--- src/bpj_pkg.sv ---
// Shared constants, register codes and types of the depth pixel back-projector.
`default_nettype none

package bpj_pkg;

    // Image and label geometry.
    localparam int FRAME_COLS     = 640;
    localparam int FRAME_ROWS     = 480;
    localparam int LABEL_CHANNELS = 3;
    localparam int LABEL_WORDS    = 3;

    // Field widths.
    localparam int COL_W     = 10;
    localparam int ROW_W     = 9;
    localparam int DIM_W     = 13;
    localparam int RAW_W     = 16;
    localparam int LABEL_W   = 16;
    localparam int RECIP_W   = 24;
    localparam int PRIN_W    = 14;
    localparam int EXT_W     = 64;
    localparam int COEF_W    = 16;
    localparam int OUT_W     = 24;
    localparam int CFG_IDX_W = 3;

    // Internal datapath widths.
    localparam int DPROD_W = RAW_W + RECIP_W;      // raw depth times scale
    localparam int DEPTH_W = DPROD_W - 8;          // Q16.16 depth
    localparam int SPROD_W = DEPTH_W + RECIP_W;    // depth times 1/f
    localparam int SCALE_W = SPROD_W - 16;         // Q.24 scale
    localparam int OFF_W   = COL_W + 5;            // signed Q.4 pixel offset
    localparam int CPROD_W = OFF_W + SCALE_W + 1;  // offset times scale
    localparam int CAM_W   = 43;                   // signed Q.16 camera coordinate
    localparam int PROD_W  = COEF_W + CAM_W;       // coefficient times coordinate
    localparam int ACC_W   = PROD_W + 3;           // row sum at Q.28

    // Saturation bounds of a Q8.16 output coordinate.
    localparam logic signed [OUT_W-1:0] OUT_MAX = 24'sh7FFFFF;
    localparam logic signed [OUT_W-1:0] OUT_MIN = -24'sh800000;

    // Work queue between front and back.
    localparam int QUEUE_DEPTH = 4;
    localparam int QPTR_W      = 2;

    // Register reset values.
    localparam logic [RECIP_W-1:0] RST_DEPTH_SCALE_RECIP = 24'd16777;
    localparam logic [RECIP_W-1:0] RST_INV_FOCAL         = 24'd27962;
    localparam logic [PRIN_W-1:0]  RST_PRINCIPAL_X       = 14'd5120;
    localparam logic [PRIN_W-1:0]  RST_PRINCIPAL_Y       = 14'd3840;
    localparam logic [EXT_W-1:0]   RST_EXT_ROW0          = 64'd4096;
    localparam logic [EXT_W-1:0]   RST_EXT_ROW1          = 64'd268435456;
    localparam logic [EXT_W-1:0]   RST_EXT_ROW2          = 64'd17592186044416;

    // Configuration register indexes.
    typedef enum logic [CFG_IDX_W-1:0] {
        REG_DEPTH_SCALE_RECIP = 3'd0,
        REG_INV_FOCAL_X       = 3'd1,
        REG_INV_FOCAL_Y       = 3'd2,
        REG_PRINCIPAL_X       = 3'd3,
        REG_PRINCIPAL_Y       = 3'd4,
        REG_EXTRINSIC_ROW0    = 3'd5,
        REG_EXTRINSIC_ROW1    = 3'd6,
        REG_EXTRINSIC_ROW2    = 3'd7
    } cfg_reg_t;

    // One accepted pixel that yields a point.
    typedef struct packed {
        logic [COL_W-1:0]   col;
        logic [ROW_W-1:0]   row;
        logic [DEPTH_W-1:0] depth;
    } work_t;

    // Camera settings seen by the back end.
    typedef struct packed {
        logic [RECIP_W-1:0]          inv_focal_x;
        logic [RECIP_W-1:0]          inv_focal_y;
        logic [PRIN_W-1:0]           principal_x;
        logic [PRIN_W-1:0]           principal_y;
        logic [2:0][EXT_W-1:0]       ext_row;
    } cam_cfg_t;

endpackage

`default_nettype wire

--- src/bpj_if.sv ---
// Handshake interfaces for the pixel, point and configuration channels.
`default_nettype none

interface bpj_pixel_if;
    logic                          valid;
    logic                          ready;
    logic [bpj_pkg::COL_W-1:0]     pixel_col;
    logic [bpj_pkg::ROW_W-1:0]     pixel_row;
    logic [bpj_pkg::RAW_W-1:0]     depth_raw;
    logic [bpj_pkg::LABEL_W-1:0]   label_ch1;
    logic [bpj_pkg::LABEL_W-1:0]   label_ch2;
    logic [bpj_pkg::LABEL_W-1:0]   label_ch3;

    modport source (output valid, pixel_col, pixel_row, depth_raw,
                    label_ch1, label_ch2, label_ch3, input ready);
    modport sink   (input valid, pixel_col, pixel_row, depth_raw,
                    label_ch1, label_ch2, label_ch3, output ready);
endinterface


`default_nettype wire

--- src/bpj_front.sv ---
// Front end: accepts pixels, scales depth and drops pixels that yield no point.
`default_nettype none

module bpj_front (
    input  wire logic                             clk,
    input  wire logic                             rst_n,
    bpj_pixel_if.sink                             pixel,
    input  wire logic [bpj_pkg::RECIP_W-1:0]      depth_scale_recip,
    output logic                                  push_valid,
    output bpj_pkg::work_t                        push_data,
    input  wire logic                             push_ready
);

    logic                         hold_valid_reg, hold_valid_next;
    logic                         hold_keep_reg,  hold_keep_next;
    bpj_pkg::work_t               hold_data_reg,  hold_data_next;
    logic [bpj_pkg::DPROD_W-1:0]  depth_prod;
    logic                         in_image;
    logic                         label_found;

    // The held word leaves when the queue takes it or when it is dropped.
    assign pixel.ready = !hold_valid_reg || !hold_keep_reg || push_ready;
    assign push_valid  = hold_valid_reg && hold_keep_reg;
    assign push_data   = hold_data_reg;

    // Depth scaling and classification of the incoming word.
    always_comb
    begin
        logic [bpj_pkg::LABEL_W-1:0] labels [bpj_pkg::LABEL_WORDS];
        labels[0] = pixel.label_ch1;
        labels[1] = pixel.label_ch2;
        labels[2] = pixel.label_ch3;
        depth_prod = bpj_pkg::DPROD_W'(pixel.depth_raw) *
                     bpj_pkg::DPROD_W'(depth_scale_recip);
        in_image = (bpj_pkg::DIM_W'(pixel.pixel_col) < bpj_pkg::DIM_W'(bpj_pkg::FRAME_COLS)) &&
                   (bpj_pkg::DIM_W'(pixel.pixel_row) < bpj_pkg::DIM_W'(bpj_pkg::FRAME_ROWS));
        label_found = 1'b0;
        for (int i = 0; i < bpj_pkg::LABEL_WORDS; i++)
        begin
            if (i < bpj_pkg::LABEL_CHANNELS && labels[i] != '0)
            begin
                label_found = 1'b1;
            end
        end
        hold_data_next.col   = pixel.pixel_col;
        hold_data_next.row   = pixel.pixel_row;
        hold_data_next.depth = depth_prod[bpj_pkg::DPROD_W-1:8];
        hold_keep_next  = in_image && label_found && (hold_data_next.depth != '0);
        hold_valid_next = pixel.ready ? pixel.valid : hold_valid_reg;
    end

    // Control state.
    always_ff @(posedge clk or negedge rst_n)
    begin
        if (!rst_n)
        begin
            hold_valid_reg <= 1'b0;
        end
        else
        begin
            hold_valid_reg <= hold_valid_next;
        end
    end

    // Held word.
    always_ff @(posedge clk)
    begin
        if (pixel.valid && pixel.ready)
        begin
            hold_keep_reg <= hold_keep_next;
            hold_data_reg <= hold_data_next;
        end
    end

endmodule

`default_nettype wire

--- src/flat_wrapper.sv ---
// flat-port wrapper written by rule: the top's interface ports become plain ports
module bpj_front_flat 
  (clk, rst_n, depth_scale_recip, push_valid, push_data, push_ready, pixel_valid, pixel_pixel_col, pixel_pixel_row, pixel_depth_raw, pixel_label_ch1, pixel_label_ch2, pixel_label_ch3, pixel_ready);
  bpj_pixel_if pixel_i ();
  input  wire logic clk;
  input  wire logic rst_n;
  input  wire logic [bpj_pkg::RECIP_W-1:0] depth_scale_recip;
  output logic push_valid;
  output bpj_pkg::work_t push_data;
  input  wire logic push_ready;
  input wire logic [$bits(pixel_i.valid)-1:0] pixel_valid;
  input wire logic [$bits(pixel_i.pixel_col)-1:0] pixel_pixel_col;
  input wire logic [$bits(pixel_i.pixel_row)-1:0] pixel_pixel_row;
  input wire logic [$bits(pixel_i.depth_raw)-1:0] pixel_depth_raw;
  input wire logic [$bits(pixel_i.label_ch1)-1:0] pixel_label_ch1;
  input wire logic [$bits(pixel_i.label_ch2)-1:0] pixel_label_ch2;
  input wire logic [$bits(pixel_i.label_ch3)-1:0] pixel_label_ch3;
  output wire logic [$bits(pixel_i.ready)-1:0] pixel_ready;
  assign pixel_i.valid = pixel_valid;
  assign pixel_i.pixel_col = pixel_pixel_col;
  assign pixel_i.pixel_row = pixel_pixel_row;
  assign pixel_i.depth_raw = pixel_depth_raw;
  assign pixel_i.label_ch1 = pixel_label_ch1;
  assign pixel_i.label_ch2 = pixel_label_ch2;
  assign pixel_i.label_ch3 = pixel_label_ch3;
  assign pixel_ready = pixel_i.ready;
  bpj_front u_core (.clk(clk), .rst_n(rst_n), .pixel(pixel_i), .depth_scale_recip(depth_scale_recip), .push_valid(push_valid), .push_data(push_data), .push_ready(push_ready));
endmodule
--- config.mk ---
export PLATFORM = sky130hd
export DESIGN_NAME = bpj_front_flat
export DESIGN_NICKNAME = d
export VERILOG_FILES = /design/src/bpj_pkg.sv /design/src/bpj_if.sv /design/src/bpj_front.sv /design/src/flat_wrapper.sv
export SDC_FILE = /design/constraint.sdc
export NUM_CORES = 1
export LEC_CHECK = 0
export BUFFER_PORTS_ARGS = -buffer_cell sky130_fd_sc_hd__buf_2
export CORE_MARGIN = 5
export CORE_UTILIZATION = 61
export DETAILED_ROUTE_END_ITERATION = 10
export PLACE_DENSITY = 0.92
export REMOVE_ABC_BUFFERS = 1
export SYNTH_ARGS = -nofsm -noshare
export SYNTH_HDL_FRONTEND = slang
export SYNTH_SLANG_ARGS = --single-unit
--- constraint.sdc ---
create_clock -name clk -period 3.2 [get_ports clk]
set_input_delay 0.16 -clock clk [delete_from_list [all_inputs] [get_ports clk]]
set_output_delay 0.16 -clock clk [all_outputs]
set_load 0.01 [all_outputs]
==> flow_summary.yaml, run 1 <==
status:
  status: "did not finish"
  haltStage: "global routing"
  toolErrorMsg: "[ERROR GRT-0116] Global routing finished with congestion. Check the congestion regions in the DRC Viewer."
clocking:
  cts.sinks: 53
  root_buffer: "clkbuf_16"
  cts_buffer_depth: 2
  htree_levels: 2
  cts_inserted_buffers: 5
global_routing:
  grt_usage_pct: 57.2
  grt_overflow_total: 3
  grt_pass1_vias: 18200
  grt_max_degree: 43
  grt_pass1_wl_microns: 110000
yosys:
  synth_cells: 1524
  ys.flop_type: "edfxtp_1"
  ys_types: 55
  syn_area_per_cell_sq_um: 9.25
  seq_area_frac_synth_pct: 11.3
  synth.yosys.warnings: 0
  synth_edf_count: 52
  async_flop_share_pct: 1.89
  syn_area_sq_um: 14100
  synth-seq-cells: 53
floorplan:
  ioPinCount: 164
  rows: 55
  die_h_microns: 162
  die_width_microns: 162
  start_util_pct: 62.1
place:
  io_buffer_count: 163
  hpwl_microns: 35400
  gp_congestion: 1.02
-- metal layers --
layer / track usage [%] / GRT overflow
met1: 53.3 / 0
met2: 79.1 / 1
met3: 39.1 / 0
met4: 59.6 / 2
met5: 6.82 / 0
-- through the flow --
step | util [%] | setup WS [ns] | TNS [ns] | cells | cell area, sq um
CTS | 83.3 | -3.14 | -65.47 | 2183 | 18900
detailed placement | 73.7 | -3.94 | -87.64 | 2128 | 16700
global placement | 73.7 | -3.67 | -80.17 | 2128 | 16700
floorplan | - | -3.14 | -59.62 | 1457 | 13800
-- synth_stat cells (all sizes together), types with 2 or more instances --
library cell / n / area share (%)
a31oi: 7 / 0.42
nor2: 24 / 0.64
nand4: 15 / 0.77
clkbuf: 66 / 1.8
nor4: 19 / 0.89
edfxtp: 52 / 11
nor3: 6 / 0.21
or3: 4 / 0.21
and2: 156 / 6.9
o31ai: 2 / 0.11
xnor2: 18 / 1.1
fa: 305 / 43
ha: 109 / 9.7
inv: 339 / 9.0
o21ai: 28 / 0.99
or2: 2 / 0.089
a21oi: 36 / 1.3
nand3: 7 / 0.25
or4: 3 / 0.16
o21a: 2 / 0.11
a21o: 12 / 0.64
o211ai: 5 / 0.27
o21bai: 3 / 0.16
and3: 4 / 0.18
nand2b: 3 / 0.13
nand2: 255 / 6.8
xor2: 16 / 0.99
a211oi: 7 / 0.44
-- logic make-up after synthesis --
| kind of cell | synth area share [%] |
|---|---|
| AOI/OAI and AO/OA | 5.34 |
| buffers and inverters | 10.8 |
| adders and majority gates | 53.0 |
| DFF | 11.3 |
| and+or+nand+nor | 17.5 |
| xor gates and xnor gates | 2.11 |
-- what timing repair did --
| item | 4_1_cts |
|---|---|
| gates resized for setup | 371 |
| hold buffers | 1 |
| buffers inserted | 57 |
| hold endpoints to repair | 1 |
| endpoints found under the setup margin | 33 |
| cloned | 4 |
| pin swaps | 134 |
==> inputs of run 2 (changes only) <==
--- a/config.mk
+++ b/config.mk
@@ -7,9 +7,9 @@
 export LEC_CHECK = 0
 export BUFFER_PORTS_ARGS = -buffer_cell sky130_fd_sc_hd__buf_2
 export CORE_MARGIN = 5
-export CORE_UTILIZATION = 61
+export CORE_UTILIZATION = 40
 export DETAILED_ROUTE_END_ITERATION = 10
-export PLACE_DENSITY = 0.92
+export PLACE_DENSITY_LB_ADDON = 0.15
 export REMOVE_ABC_BUFFERS = 1
 export SYNTH_ARGS = -nofsm -noshare
 export SYNTH_HDL_FRONTEND = slang
==> run 2 against run 1 <==
  * The flow now finishes, with violations (setup timing)
  * Area after synthesis did not move
  * Synthesized cell count did not move
==> flow_summary.yaml, run 2 <==
floorplan:
  core_sq_um: 34600
  ioPinCount: 164
  start_util_pct: 40.7
  die_h_microns: 198
  rows: 68
  die_width_microns: 198
  die-area_sq_um: 39100
timing:
  hold_viol_final: 0
  fin_crit_sh_pct: 198
  max_slew_margin_pct: 60.6
  setup_violations: 33
  fin_crit_ns: 6.32
  fmax_mhz: 158
  rsz0062_at_grt: "true"
  fin_ws_ns: -3.12
  slew_violations: 0
  tightest_slew_ns: 0.587
  finClkSkew_ns: 0.00609
yosys:
  synth_commonest_cells: "339 x inv_1, 305 x fa_1, 254 x nand2_1"
  synth.yosys.warnings: 0
  yosysTopAreaCellShare_pct: 43.3
  synth-seq-cells: 53
  ys_types: 55
  ys.flop_type: "edfxtp_1"
  syn_area_per_cell_sq_um: 9.25
  syn_area_sq_um: 14100
  async_flop_share_pct: 1.89
  synth_cells: 1524
  yosysMostFrequentCell: "inv_1"
  seq_area_frac_synth_pct: 11.3
  synth.area.top_cells: "fa_1 43%, edfxtp_1 11%, ha_1 9.7%"
  synth_edf_count: 52
  yosys.area.top_type: "fa_1"
status:
  status: "complete, but fails checks"
  violations: "setup timing"
run:
  maxCapViolations: 0
finish:
  mostFrequentLayoutCells: "302 x inv_1, 284 x fa_1, 234 x nand2_1, 232 x buf_4, 129 x buf_2"
  largest_reg_flops: 51
  syn2layout_area_growth_pct: 40.2
  multi_input_area_sq_um: 12400
  final_util_pct: 57.0
  instances_no_fill: 2385
  layout.nets: 2453
  ff_latch_area_sq_um: 1590
  n_fill_cell: 3013
  final_common_cell: "inv_1"
  drive_gt1_share_pct: 37.3
global_routing:
  antenna_found_initial: 0
  grt_pass1_vias: 12900
  grt_usage_pct: 20.3
  grt_pass1_wl_microns: 64400
  grt_overflow_total: 0
  grt_max_degree: 32
clocking:
  clk_pin_slew_ns: 0.07
  root_buffer: "clkbuf_16"
  insertion_delay_ns: 0.29
  cts.sinks: 53
  htree_levels: 2
  cts_inserted_buffers: 5
  cts_tree: "done"
  cts_buffer_depth: 2
critical_path:
  r2r_cells: 4
  path_class: "in2reg"
  cp.required_ns: 3.24
  slowest_delay_ns: 0.56
  critPathCaptureType: "register"
  r2r_end: "u_core.push_data[33]$_DFFE_PP_"
  worstPathArrival_ns: 6.36
  critPathMaxFanout: 12
  worstSetupStartpointType: "input port"
  slowest_stage: "fa_1"
  rr_startpoint: "u_core.hold_keep_reg$_DFFE_PP_"
  rrSetupSlack_ns: 1.26
  path_common_cell: "fa_1"
place:
  hpwl_microns: 33200
  dp_slack_ns: -3.80
  place_inst: 2315
  io_buffer_count: 163
  gp_congestion: 0.866
drt:
  drt_wl_total_microns: 40500
  dr.pass1.iters: 5
  viasPerCell: 4.91
  drtIter0Drc: 454
  ant_nets: 0
  route.detailed.drc: 0
  vias: 11700
  wl_per_cell_microns: 17.0
hold_path:
  whs_path_depth: 1
  holdPathEnd: "u_core.push_data[45]$_DFFE_PP_"
  worstHoldStart: "pixel_pixel_col[4]"
  hold_class: "in2reg"
[run 2: logic make-up (layout without fill, tap and decap cells)]
| kind of cell | Yosys count | in the layout | synth area share (%) |
|---|---|---|---|
| flip-flops | 53 | 53 | 11.3 |
| buffers and inverters | 406 | 811 | 10.8 |
| AND/OR/NAND/NOR | 501 | 501 | 17.5 |
| AO/OA/AOI/OAI | 116 | 116 | 5.34 |
| other | 0 | 1 | 0 |
| adder cells (fa/ha/maj) | 414 | 414 | 53.0 |
| XOR/XNOR | 34 | 34 | 2.11 |
[run 2: final cells by class]
type / instances / share of cell area, %
antenna: 1 / 0.0127
clock buffer: 6 / 0.652
clock inverter: 2 / 0.0507
inverter: 339 / 6.44
multi-input combinational: 1065 / 62.5
sequential: 53 / 8.03
tap: 455 / 2.88
timing repair buffer: 464 / 19.4
[run 2: stage by stage]
stage | TNS (ns) | hold slack (ns) | area, sq um
floorplan | -59.62 | -0.136 | 13800
global placement | -83.96 | -0.0638 | 17100
detailed placement | -84.22 | -0.0645 | 17100
CTS | -65.53 | 0.0350 | 18600
global route | -70.24 | 0.0362 | 19800
finish | -65.26 | 0.0424 | 19800
[run 2: worst max path at each step]
stage / endpoint / cells after the start / slack (ns) / startpoint
global placement: u_core.hold_keep_reg$_DFFE_PP_ / 25 / -3.77 / pixel_depth_raw[1]
global route: u_core.hold_keep_reg$_DFFE_PP_ / 26 / -3.33 / depth_scale_recip[6]
floorplan: u_core.hold_keep_reg$_DFFE_PP_ / 22 / -3.14 / pixel_depth_raw[4]
finish: u_core.hold_keep_reg$_DFFE_PP_ / 25 / -3.12 / depth_scale_recip[10]
detailed placement: u_core.hold_keep_reg$_DFFE_PP_ / 24 / -3.80 / pixel_depth_raw[1]
CTS: u_core.hold_keep_reg$_DFFE_PP_ / 23 / -3.17 / depth_scale_recip[4]
[run 2: worst max-delay path: cells and delay by family]
| kind | cells | cell delay [ns] |
|---|---|---|
| buffers and inverters | 7 | 0.49 |
| adders and majority gates | 7 | 3.33 |
| and+or+nand+nor | 7 | 1.61 |
| xor gates and xnor gates | 1 | 0.17 |
| AOI/OAI and AO/OA | 3 | 0.59 |
[run 2: repair_timing]
action / 4_1_cts / 5_1_grt
gates cloned: 2 / 3
resized for setup: 263 / 223
endpoints found under the setup margin: 33 / 33
hold endpoints to repair: 1 / 0
buffers inserted: 35 / 34
pin swaps: 96 / 118
hold buffers: 1 / 0
[run 2: metal layers]
layer | up-vias | share of wire (%) | GRT usage [%] | wire [microns]
met3 | 62 | 3.7 | 2.71 | 1520
li1 | 5419 | - | - | -
met4 | 0 | 2.4 | 4.92 | 980
met1 | 6023 | 40 | 25.3 | 16100
met2 | 217 | 54 | 37.5 | 21900
met5 | - | 0 | 0 | 0
Power of run 2 is not shown: default switching activity piles up to over one toggle a cycle in this logic, so the estimate is an artifact.
