File: src/bpj_pkg.sv
// Shared constants, register codes and types of the depth pixel back-projector.
`default_nettype none

package bpj_pkg;

    // Image and label geometry.
    localparam int FRAME_COLS     = 640;
    localparam int FRAME_ROWS     = 480;
    localparam int LABEL_CHANNELS = 3;
    localparam int LABEL_WORDS    = 3;

    // Field widths.
    localparam int COL_W     = 10;
    localparam int ROW_W     = 9;
    localparam int DIM_W     = 13;
    localparam int RAW_W     = 16;
    localparam int LABEL_W   = 16;
    localparam int RECIP_W   = 24;
    localparam int PRIN_W    = 14;
    localparam int EXT_W     = 64;
    localparam int COEF_W    = 16;
    localparam int OUT_W     = 24;
    localparam int CFG_IDX_W = 3;

    // Internal datapath widths.
    localparam int DPROD_W = RAW_W + RECIP_W;      // raw depth times scale
    localparam int DEPTH_W = DPROD_W - 8;          // Q16.16 depth
    localparam int SPROD_W = DEPTH_W + RECIP_W;    // depth times 1/f
    localparam int SCALE_W = SPROD_W - 16;         // Q.24 scale
    localparam int OFF_W   = COL_W + 5;            // signed Q.4 pixel offset
    localparam int CPROD_W = OFF_W + SCALE_W + 1;  // offset times scale
    localparam int CAM_W   = 43;                   // signed Q.16 camera coordinate
    localparam int PROD_W  = COEF_W + CAM_W;       // coefficient times coordinate
    localparam int ACC_W   = PROD_W + 3;           // row sum at Q.28

    // Saturation bounds of a Q8.16 output coordinate.
    localparam logic signed [OUT_W-1:0] OUT_MAX = 24'sh7FFFFF;
    localparam logic signed [OUT_W-1:0] OUT_MIN = -24'sh800000;

    // Work queue between front and back.
    localparam int QUEUE_DEPTH = 4;
    localparam int QPTR_W      = 2;

    // Register reset values.
    localparam logic [RECIP_W-1:0] RST_DEPTH_SCALE_RECIP = 24'd16777;
    localparam logic [RECIP_W-1:0] RST_INV_FOCAL         = 24'd27962;
    localparam logic [PRIN_W-1:0]  RST_PRINCIPAL_X       = 14'd5120;
    localparam logic [PRIN_W-1:0]  RST_PRINCIPAL_Y       = 14'd3840;
    localparam logic [EXT_W-1:0]   RST_EXT_ROW0          = 64'd4096;
    localparam logic [EXT_W-1:0]   RST_EXT_ROW1          = 64'd268435456;
    localparam logic [EXT_W-1:0]   RST_EXT_ROW2          = 64'd17592186044416;

    // Configuration register indexes.
    typedef enum logic [CFG_IDX_W-1:0] {
        REG_DEPTH_SCALE_RECIP = 3'd0,
        REG_INV_FOCAL_X       = 3'd1,
        REG_INV_FOCAL_Y       = 3'd2,
        REG_PRINCIPAL_X       = 3'd3,
        REG_PRINCIPAL_Y       = 3'd4,
        REG_EXTRINSIC_ROW0    = 3'd5,
        REG_EXTRINSIC_ROW1    = 3'd6,
        REG_EXTRINSIC_ROW2    = 3'd7
    } cfg_reg_t;

    // One accepted pixel that yields a point.
    typedef struct packed {
        logic [COL_W-1:0]   col;
        logic [ROW_W-1:0]   row;
        logic [DEPTH_W-1:0] depth;
    } work_t;

    // Camera settings seen by the back end.
    typedef struct packed {
        logic [RECIP_W-1:0]          inv_focal_x;
        logic [RECIP_W-1:0]          inv_focal_y;
        logic [PRIN_W-1:0]           principal_x;
        logic [PRIN_W-1:0]           principal_y;
        logic [2:0][EXT_W-1:0]       ext_row;
    } cam_cfg_t;

endpackage

`default_nettype wire

File: src/bpj_fifo.sv
// Short work queue that decouples the front end from the back end.
`default_nettype none

module bpj_fifo (
    input  wire logic            clk,
    input  wire logic            rst_n,
    input  wire logic            push_valid,
    input  wire bpj_pkg::work_t  push_data,
    output logic                 push_ready,
    output logic                 pop_valid,
    output bpj_pkg::work_t       pop_data,
    input  wire logic            pop_ready
);

    bpj_pkg::work_t              slot_reg [bpj_pkg::QUEUE_DEPTH];
    logic [bpj_pkg::QPTR_W:0]    wr_ptr_reg, wr_ptr_next;
    logic [bpj_pkg::QPTR_W:0]    rd_ptr_reg, rd_ptr_next;
    logic                        do_push, do_pop;

    // Full when the pointers differ only in the wrap bit.
    assign push_ready = !((wr_ptr_reg[bpj_pkg::QPTR_W] != rd_ptr_reg[bpj_pkg::QPTR_W]) &&
                          (wr_ptr_reg[bpj_pkg::QPTR_W-1:0] == rd_ptr_reg[bpj_pkg::QPTR_W-1:0]));
    assign pop_valid  = (wr_ptr_reg != rd_ptr_reg);
    assign pop_data   = slot_reg[rd_ptr_reg[bpj_pkg::QPTR_W-1:0]];
    assign do_push    = push_valid && push_ready;
    assign do_pop     = pop_valid && pop_ready;

    // Pointer update.
    always_comb
    begin
        wr_ptr_next = do_push ? wr_ptr_reg + 1'b1 : wr_ptr_reg;
        rd_ptr_next = do_pop  ? rd_ptr_reg + 1'b1 : rd_ptr_reg;
    end

    always_ff @(posedge clk or negedge rst_n)
    begin
        if (!rst_n)
        begin
            wr_ptr_reg <= '0;
            rd_ptr_reg <= '0;
        end
        else
        begin
            wr_ptr_reg <= wr_ptr_next;
            rd_ptr_reg <= rd_ptr_next;
        end
    end

    // Queue storage.
    always_ff @(posedge clk)
    begin
        if (do_push)
        begin
            slot_reg[wr_ptr_reg[bpj_pkg::QPTR_W-1:0]] <= push_data;
        end
    end

endmodule

`default_nettype wire

File: config.mk
export PLATFORM = sky130hd
export DESIGN_NAME = bpj_fifo
export DESIGN_NICKNAME = d
export VERILOG_FILES = /design/src/bpj_pkg.sv /design/src/bpj_fifo.sv
export SDC_FILE = /design/constraint.sdc
export NUM_CORES = 1
export LEC_CHECK = 0
export BUFFER_PORTS_ARGS = -buffer_cell sky130_fd_sc_hd__buf_4
export CAP_MARGIN = 10
export CORE_ASPECT_RATIO = 1.5
export CORE_UTILIZATION = 59
export CTS_BUF_LIST = sky130_fd_sc_hd__clkbuf_8
export DETAILED_ROUTE_END_ITERATION = 10
export PLACE_DENSITY_LB_ADDON = 0.3
export SYNTH_ARGS = -nofsm -noshare
export SYNTH_HDL_FRONTEND = slang
export SYNTH_SLANG_ARGS = --single-unit
File: constraint.sdc
create_clock -name clk -period 3.83 [get_ports clk]
set_input_delay 0.383 -clock clk [delete_from_list [all_inputs] [get_ports clk]]
set_output_delay 0.383 -clock clk [all_outputs]
set_load 0.01 [all_outputs]
; ---- Yosys cells after proc, flatten, opt, wreduce, memory -nomap -nowiden
; Memories as Yosys holds them, arrays and structs flattened.
; Cells that the tools add are included.
[word_totals]
reg_bits = 6
mem_bits_rw = 204
out_inout_bits = 53
n_memories = 1
[classes]
add_sub_neg = 2
n_eq_ne = 3
muxes = 2
n_reduce_logical = 4
[memory_table]
columns = memory, words, width, read_ports, rd_clocked_by_memory_dff, write_ports, line
row1 = slot_reg, 4, 51, 1, 0, 1, bpj_fifo.sv:15  ; bpj_pkg::work_t slot_reg [bpj_pkg::QUEUE_DEPTH];
[op_table]
columns = cell, count
row1 = $add A3 B1 Y3 const B, 2
row2 = $logic_and A1 B1 Y1, 3
row3 = $ne A3 B3 Y1, 1
row4 = $eq A2 B2 Y1, 1
row5 = $mux W1, 2
row6 = $logic_not A1 Y1, 1
row7 = $ne A1 B1 Y1, 1

; ---- Depth between registers and ports, before layout
; Gate-level depths: netlist (run 1).
[depth]
word_depth = 6
depth_mapped = 5

; ---- Least setup slack after synthesis (run 1)
; Ideal clock, no wire load.
[synth_path]
path_type = register to register
startpoint = register rd_ptr_reg[0] in the netlist's numbering
endpoint = memory slot_reg[3][0] in the netlist's numbering (enable)
t_arrival_ns = 2.378
required_time_ns = 3.397
slack_ns = 1.019
stages_incl_launch_ff = 4
path_buffers = 1
synth_period_minus_slack_ns = 2.811
cell_sequence = dfrtp_1 buf_4 xnor2_2 a31oi_2
[synth_via]
elab_chain_cells = 6
[synth_lines]
columns = element, line
row1 = "start, declared", bpj_fifo.sv:17  ; logic [bpj_pkg::QPTR_W:0] rd_ptr_reg, rd_ptr_next;
row2 = "start signal, assigned", bpj_fifo.sv:45  ; rd_ptr_reg <= rd_ptr_next;
row3 = $eq A2 B2 Y1, bpj_fifo.sv:22  ; (wr_ptr_reg[bpj_pkg::QPTR_W-1:0] == rd_ptr_reg[bpj_pkg::QPTR_W-1:0]));
row4 = $logic_and A1 B1 Y1, bpj_fifo.sv:21  ; assign push_ready = !((wr_ptr_reg[bpj_pkg::QPTR_W] != rd_ptr_reg[bpj_pkg::QPTR_W]) &&
row5 = $logic_not A1 Y1, bpj_fifo.sv:21
row6 = $logic_and A1 B1 Y1, bpj_fifo.sv:25  ; assign do_push = push_valid && push_ready;
row7 = $mux W1, bpj_fifo.sv:52  ; if (do_push)
row8 = $mux W1 (implied by the code), bpj_fifo.sv:54  ; slot_reg[wr_ptr_reg[bpj_pkg::QPTR_W-1:0]] <= push_data;
row9 = "end, declared", bpj_fifo.sv:15
; No other way between the ends.

==> results of run 1 <==
power breakdown:
part	total, mW	internal, mW	switching (mW)
clock	1.74	0.976	0.764
combinational	2.34	1.18	1.16
sequential	3.24	3.06	0.180
total	7.33	5.22	2.11
stage by stage:
step	hold WS [ns]	power, mW	setup WS [ns]	std cells
finish	0.0485	7.33	1.20	625
CTS	0.0251	7.42	1.13	625
global placement	0.196	5.60	1.69	574
global route	0.0293	7.65	1.08	625
floorplan	0.0874	4.68	1.02	313
detailed placement	0.195	5.68	1.60	574
cells by family (layout without fill, tap and decap cells):
| family | count (synthesis) | in the layout | share of synthesized area |
|---|---|---|---|
| DFF | 210 | 210 | 0.803 |
| muxes | 52 | 52 | 0.148 |
| buffers and inverters | 15 | 168 | 0.0110 |
| AOI/OAI and AO/OA | 13 | 13 | 0.0118 |
| xor gates and xnor gates | 9 | 9 | 0.0120 |
| and+or+nand+nor | 9 | 9 | 0.00624 |
| adders and majority gates | 5 | 5 | 0.00800 |
repair_timing:
action                    4_1_cts  5_1_grt
hold buffers                    1        0
hold endpoints to repair        6        0
setup buffers                   0        0
placed cells by master (no fill, tap or decap), types with 3 or more instances in the layout:
cell and count:
and3_2 3, inv_1 9, dfrtp_1 4, buf_12 4
a21oi_1 4, mux4_2 51, edfxtp_1 204, bufinv_16 4
clkinv_1 5, xor2_1 3, buf_4 110, o31ai_1 4
xnor2_1 4, ha_1 5, clkbuf_8 29, clkinv_2 5
cell type report:
| class | instances | area [µm²] |
|---|---|---|
| tap | 159 | 199 |
| timing repair buffer | 115 | 916 |
| multi-input combinational | 88 | 1470 |
| sequential | 210 | 6280 |
| inverter | 3 | 11.3 |
| clock inverter | 21 | 195 |
| fill | 772 | 3480 |
| clock buffer | 29 | 399 |
critical path: stages, from the launching register on:
cell and delay, ns:
dfrtp_4 0.58, buf_12 0.36, mux4_2 0.59, buf_4 0.16
per-layer routing:
layer	track usage	wire length, µm
met5	0	0
met4	0.0762	291
met3	0.0394	666
met2	0.364	7600
met1	0.257	5070
worst max path at each step:
stage / to / from / slack (ns)
6_report: pop_data[29] / rd_ptr_reg[0] / 1.20
5_1_grt: pop_data[29] / rd_ptr_reg[0] / 1.08
4_1_cts: pop_data[29] / rd_ptr_reg[0] / 1.13
3_5_place_dp: slot_reg[0][26] / rd_ptr_reg[0] / 1.60
3_3_place_gp: slot_reg[1][31] / rd_ptr_reg[0] / 1.69
2_1_floorplan: slot_reg[3][0] / rd_ptr_reg[0] / 1.02
==> metrics, run 1 <==
Register-to-Register Setup Slack 1.61 ns; TritonCTS clock tree built; maximum VDD drop 0.000472 V; count of cell types in the netlist 22; Cell Area, Synth 7820 µm²; Core ar. 13,000 µm²; area delta synth->final 21.1%; WL/cell 21.8 µm; fin util 0.731; Vert. Die Dim 143 µm; ys flop type edfxtp_1; most frequent cell after synthesis edfxtp_1; Synth Instances 313; kind of critical path reg2out; Mapped Avg Cell Area 25.0 µm²; Final Cell Area 9470 µm²; path category of the worst min-delay check in2reg; initial antenna violation count 0; Final min period 2.63 ns; grt ovf 0; Worst Setup End Kind output pin; reg2reg end slot_reg[1][30]; final WL 13.6 mm; # H-tree levels 1; Worst EP arrival 2.25 ns; Synth area leaders edfxtp_1 (78%), mux4_2 (15%), dfrtp_1 (1.9%); Root Driver clkbuf_8; Hold Path Sink slot_reg[3][46]; crit-path max FO 43; final hold violations 0; leakage power 3.28 nW; TritonCTS Sinks 210; critical path startpoint category flop; max reg flops 204; layout cells sized above 1 0.455; Total Nets Final 506; first-pass detailed-route iteration total 4; # diodes 0; Synth area leader edfxtp_1; ANT nets after route 0; DP Area 8870 µm²; WHS Path Cells 1; die width 96.0 µm; pin count of the biggest net entering global routing 57; final setup vio count 0; critical hold path startpoint push_data[46]; # IOs 108; vias in the first global route 3,861; post-synth top area share 0.783; worst slew pin tran 0.810 ns; row cnt 51; Syn Nets 373; clk buf depth 3; TNS Setup 0 ns; worst path required time 3.45 ns; number of synthesized flops with an enable pin 204; synth cell count leaders edfxtp_1 (204), mux4_2 (51), buf_2 (6), buf_4 (6), dfrtp_1 (6); Yosys reg bits 210; GRT Util Overall 0.208; IO Port Bufs 107; Initial Util 0.604; Slew HR 0.460; MaxCap Viol Count 0; initial DRC count 191; Residual DRC 0; CTS Buf Count 28; Tcrit/Tclk final 0.687; DP HPWL 8.37 mm; clock-pin slew on the worst setup and hold paths 0.07 ns; worst clock skew 0.0116 ns; DIE AREA 13,700 µm²; Post-synth ARST share 0.0286; origin of the critical flop-to-flop path wr_ptr_reg[1]; sequential area share after synthesis 0.803; Slew Viols, Final 0; pwr/cell area 774 nW/µm²; unrepaired setup endpoints after global routing no; gpl congestion 0.695; first-pass GRT wire length 20.5 mm; reg2reg path depth 4; status finished, final reports clean; Yosys warning count 0; Post-CTS Resized 0; DR vias 3,617; clk_lat worst skew 0.53 ns; fmax 380 MHz; via density per instance 5.79
(Power assumes the default switching activity.)
==> inputs of run 2 (changes only) <==
CORE_UTILIZATION = 53   (was 59)
clock period = 2.2 ns   (was 3.83 ns; I/O delays follow)
==> run 2 against run 1 <==
Against the previous run:
- sequential cell count unchanged
- worst hold slack lost 0.0046 ns
- sequential share of layout area down 6.4 points
- critical endpoint is now pop_data[32]
- highest routed layer unchanged
- the flow now finishes with violations (negative setup slack)
- worst setup slack got worse by 1.2 ns
- first-iteration DRC count increased by 31%
- non-clock buffer count increased by 71
- final cell count up 18%
- routed wire length is 13% higher
- power increased by 88%
- via count up 7.3%
==> metrics, run 2 (synthesis results as in run 1) <==
status finished with violations (was finished, final reports clean); violated checks negative setup slack; Largest delay share family, worst path multiplexers (unchanged); DP Area 8940 µm² (was 8870 µm²); worst slew pin tran 0.402 ns (was 0.810 ns); final hold violations 0 (unchanged); Worst Path Buf+Inv 3 (was 2); initial antenna violation count 0 (unchanged); # IOs 108 (unchanged); CTS Buf Count 28 (unchanged); TritonCTS clock tree built (unchanged); worst path required time 1.98 ns (was 3.45 ns); leakage power 3.70 nW (was 3.28 nW); Crit path depth 4 (was 3); commonest cells after routing, fill and taps aside edfxtp_1 (204), buf_4 (67), dlygate4sd3_1 (54) (was edfxtp_1 (204), buf_4 (110), mux4_2 (51)); reg2reg path depth 5 (was 4); CP cell instances buf_12 > buf_16 > mux4_2 > buf_6 (was buf_12 > mux4_2 > buf_4); WL/cell 20.9 µm (was 21.8 µm); # H-tree levels 1 (unchanged); path category of the worst min-delay check in2async (was in2reg); DP HPWL 8.32 mm (was 8.37 mm); initial DRC count 250 (was 191); CP Launch Point rd_ptr_reg[0] (unchanged); Register-to-Register Setup Slack 0.25 ns (was 1.61 ns); pin count of the biggest net entering global routing 57 (unchanged); pwr/cell area 1310 nW/µm² (was 774 nW/µm²); worst clock skew 0.00780 ns (was 0.0116 ns); CP endpoint pop_data[32] (was pop_data[29]); Residual DRC 0 (unchanged); origin of the critical flop-to-flop path rd_ptr_reg[0] (was wr_ptr_reg[1]); final setup vio count 2 (was 0); Slew HR 0.732 (was 0.460); Final min period 2.21 ns; placed cells 616 (was 574); gpl congestion 0.704 (was 0.695); via density per instance 5.28 (was 5.79); Core ar. 14,500 µm² (was 13,000 µm²); unrepaired setup endpoints after global routing yes (was no); area delta synth->final 34.1% (was 21.1%); Final Non-Filler Cells 735 (was 625); first-pass detailed-route iteration total 4 (unchanged); # diodes 0 (unchanged); GRT Util Overall 0.211 (was 0.208); Worst Setup End Kind output pin (unchanged); DR vias 3,881 (was 3,617); maximum VDD drop 0.000915 V (was 0.000472 V); fmax 453 MHz; Root Driver clkbuf_8 (unchanged); final WL 15.3 mm (was 13.6 mm); Vert. Die Dim 151 µm (was 143 µm); Final Cell Area 10,500 µm² (was 9470 µm²); vias in the first global route 4,181 (was 3,861); DIE AREA 15,300 µm² (was 13,700 µm²); Tcrit/Tclk final 1.00; Final WS setup -0.00710 ns (was 1.20 ns); clock-pin slew on the worst setup and hold paths 0.06 ns (was 0.07 ns); MaxCap Viol Count 0 (unchanged); Slew Viols, Final 0 (unchanged); crit-path max FO 7 (was 43); ANT nets after route 0 (unchanged); Initial Util 0.541 (was 0.604); commonest non-fill, non-tap cell in the layout edfxtp_1 (unchanged); grt ovf 0 (unchanged); TritonCTS Sinks 210 (unchanged); Worst EP arrival 1.99 ns (was 2.25 ns); critical path's largest stage delay 0.52 ns (was 0.59 ns); Total Nets Final 577 (was 506); clk_lat worst skew 0.54 ns (was 0.53 ns); first-pass GRT wire length 23.0 mm (was 20.5 mm); IO Port Bufs 107 (unchanged); Slowest-stage cell, CP mux4_2 (unchanged); layout cells sized above 1 0.423 (was 0.455); row cnt 54 (was 51); TNS Setup -0.00883 ns (was 0 ns); reg2reg end slot_reg[1][44] (was slot_reg[1][30]); kind of critical path reg2out (unchanged); critical path startpoint category flop (unchanged); die width 101 µm (was 96.0 µm); clk buf depth 3 (unchanged); max reg flops 204 (unchanged)
## run 2: worst reg2reg max path, cell delays in order, from the launching register on
cell     delay, ns
dfrtp_4       0.52
buf_4         0.16
xnor2_2       0.15
nand3_1       0.17
and3_2        0.22
buf_4         0.36
## run 2: worst min path at each step
| stage | to | slack [ns] | depth (start not counted) |
|---|---|---|---|
| finish | wr_ptr_reg[0] | 0.04 | 2 |
| global placement | rd_ptr_reg[0] | 0.04 | 1 |
| global route | rd_ptr_reg[1] | 0.03 | 2 |
| detailed placement | rd_ptr_reg[0] | 0.04 | 1 |
| floorplan | rd_ptr_reg[0] | -0.08 | 0 |
| CTS | wr_ptr_reg[0] | 0.02 | 2 |
## run 2: layout make-up
class                           count  area (µm²)
Multi-Input combinational cell     88        1470
Clock inverter                     19        76.3
Timing Repair Buffer              186        1950
Clock buffer                       33         454
Fill cell                         856        3980
Tap cell                          196         245
Inverter                            3        11.3
Sequential cell                   210        6280
## run 2: metal layers
layer	vias up	part of all wire	wire (µm)	track usage
met3	36	0.051	788	0.0367
met4	0	0.032	496	0.0957
li1	1756	-	-	-
met1	1955	0.36	5540	0.246
met2	134	0.56	8520	0.380
met5	-	0	0	0
## run 2: timing repair
item                                    4_1_cts  5_1_grt
gates resized for setup                      52        7
cloned                                        6        1
buffers inserted                              5        1
endpoints found under the setup margin       51       52
endpoints found under the hold margin       212        0
hold buffers                                 54        0
## run 2: stage by stage
stage | setup slack, ns | hold WS (ns) | utilization | total power, mW
2_1_floorplan | 0.0670 | -0.0756 | - | 8.15
3_3_place_gp | 0.359 | 0.0409 | 0.618 | 9.85
3_5_place_dp | 0.353 | 0.0387 | 0.618 | 9.93
4_1_cts | -0.0282 | 0.0158 | 0.721 | 13.8
5_1_grt | -0.0622 | 0.0320 | 0.725 | 14.4
6_report | -0.00710 | 0.0438 | 0.725 | 13.8
## run 2: where the power goes
part | internal (mW) | switching [mW] | total [mW]
logic | 3.02 | 2.46 | 5.47
clock network | 1.36 | 1.33 | 2.69
registers | 5.33 | 0.268 | 5.60
total | 9.71 | 4.06 | 13.8
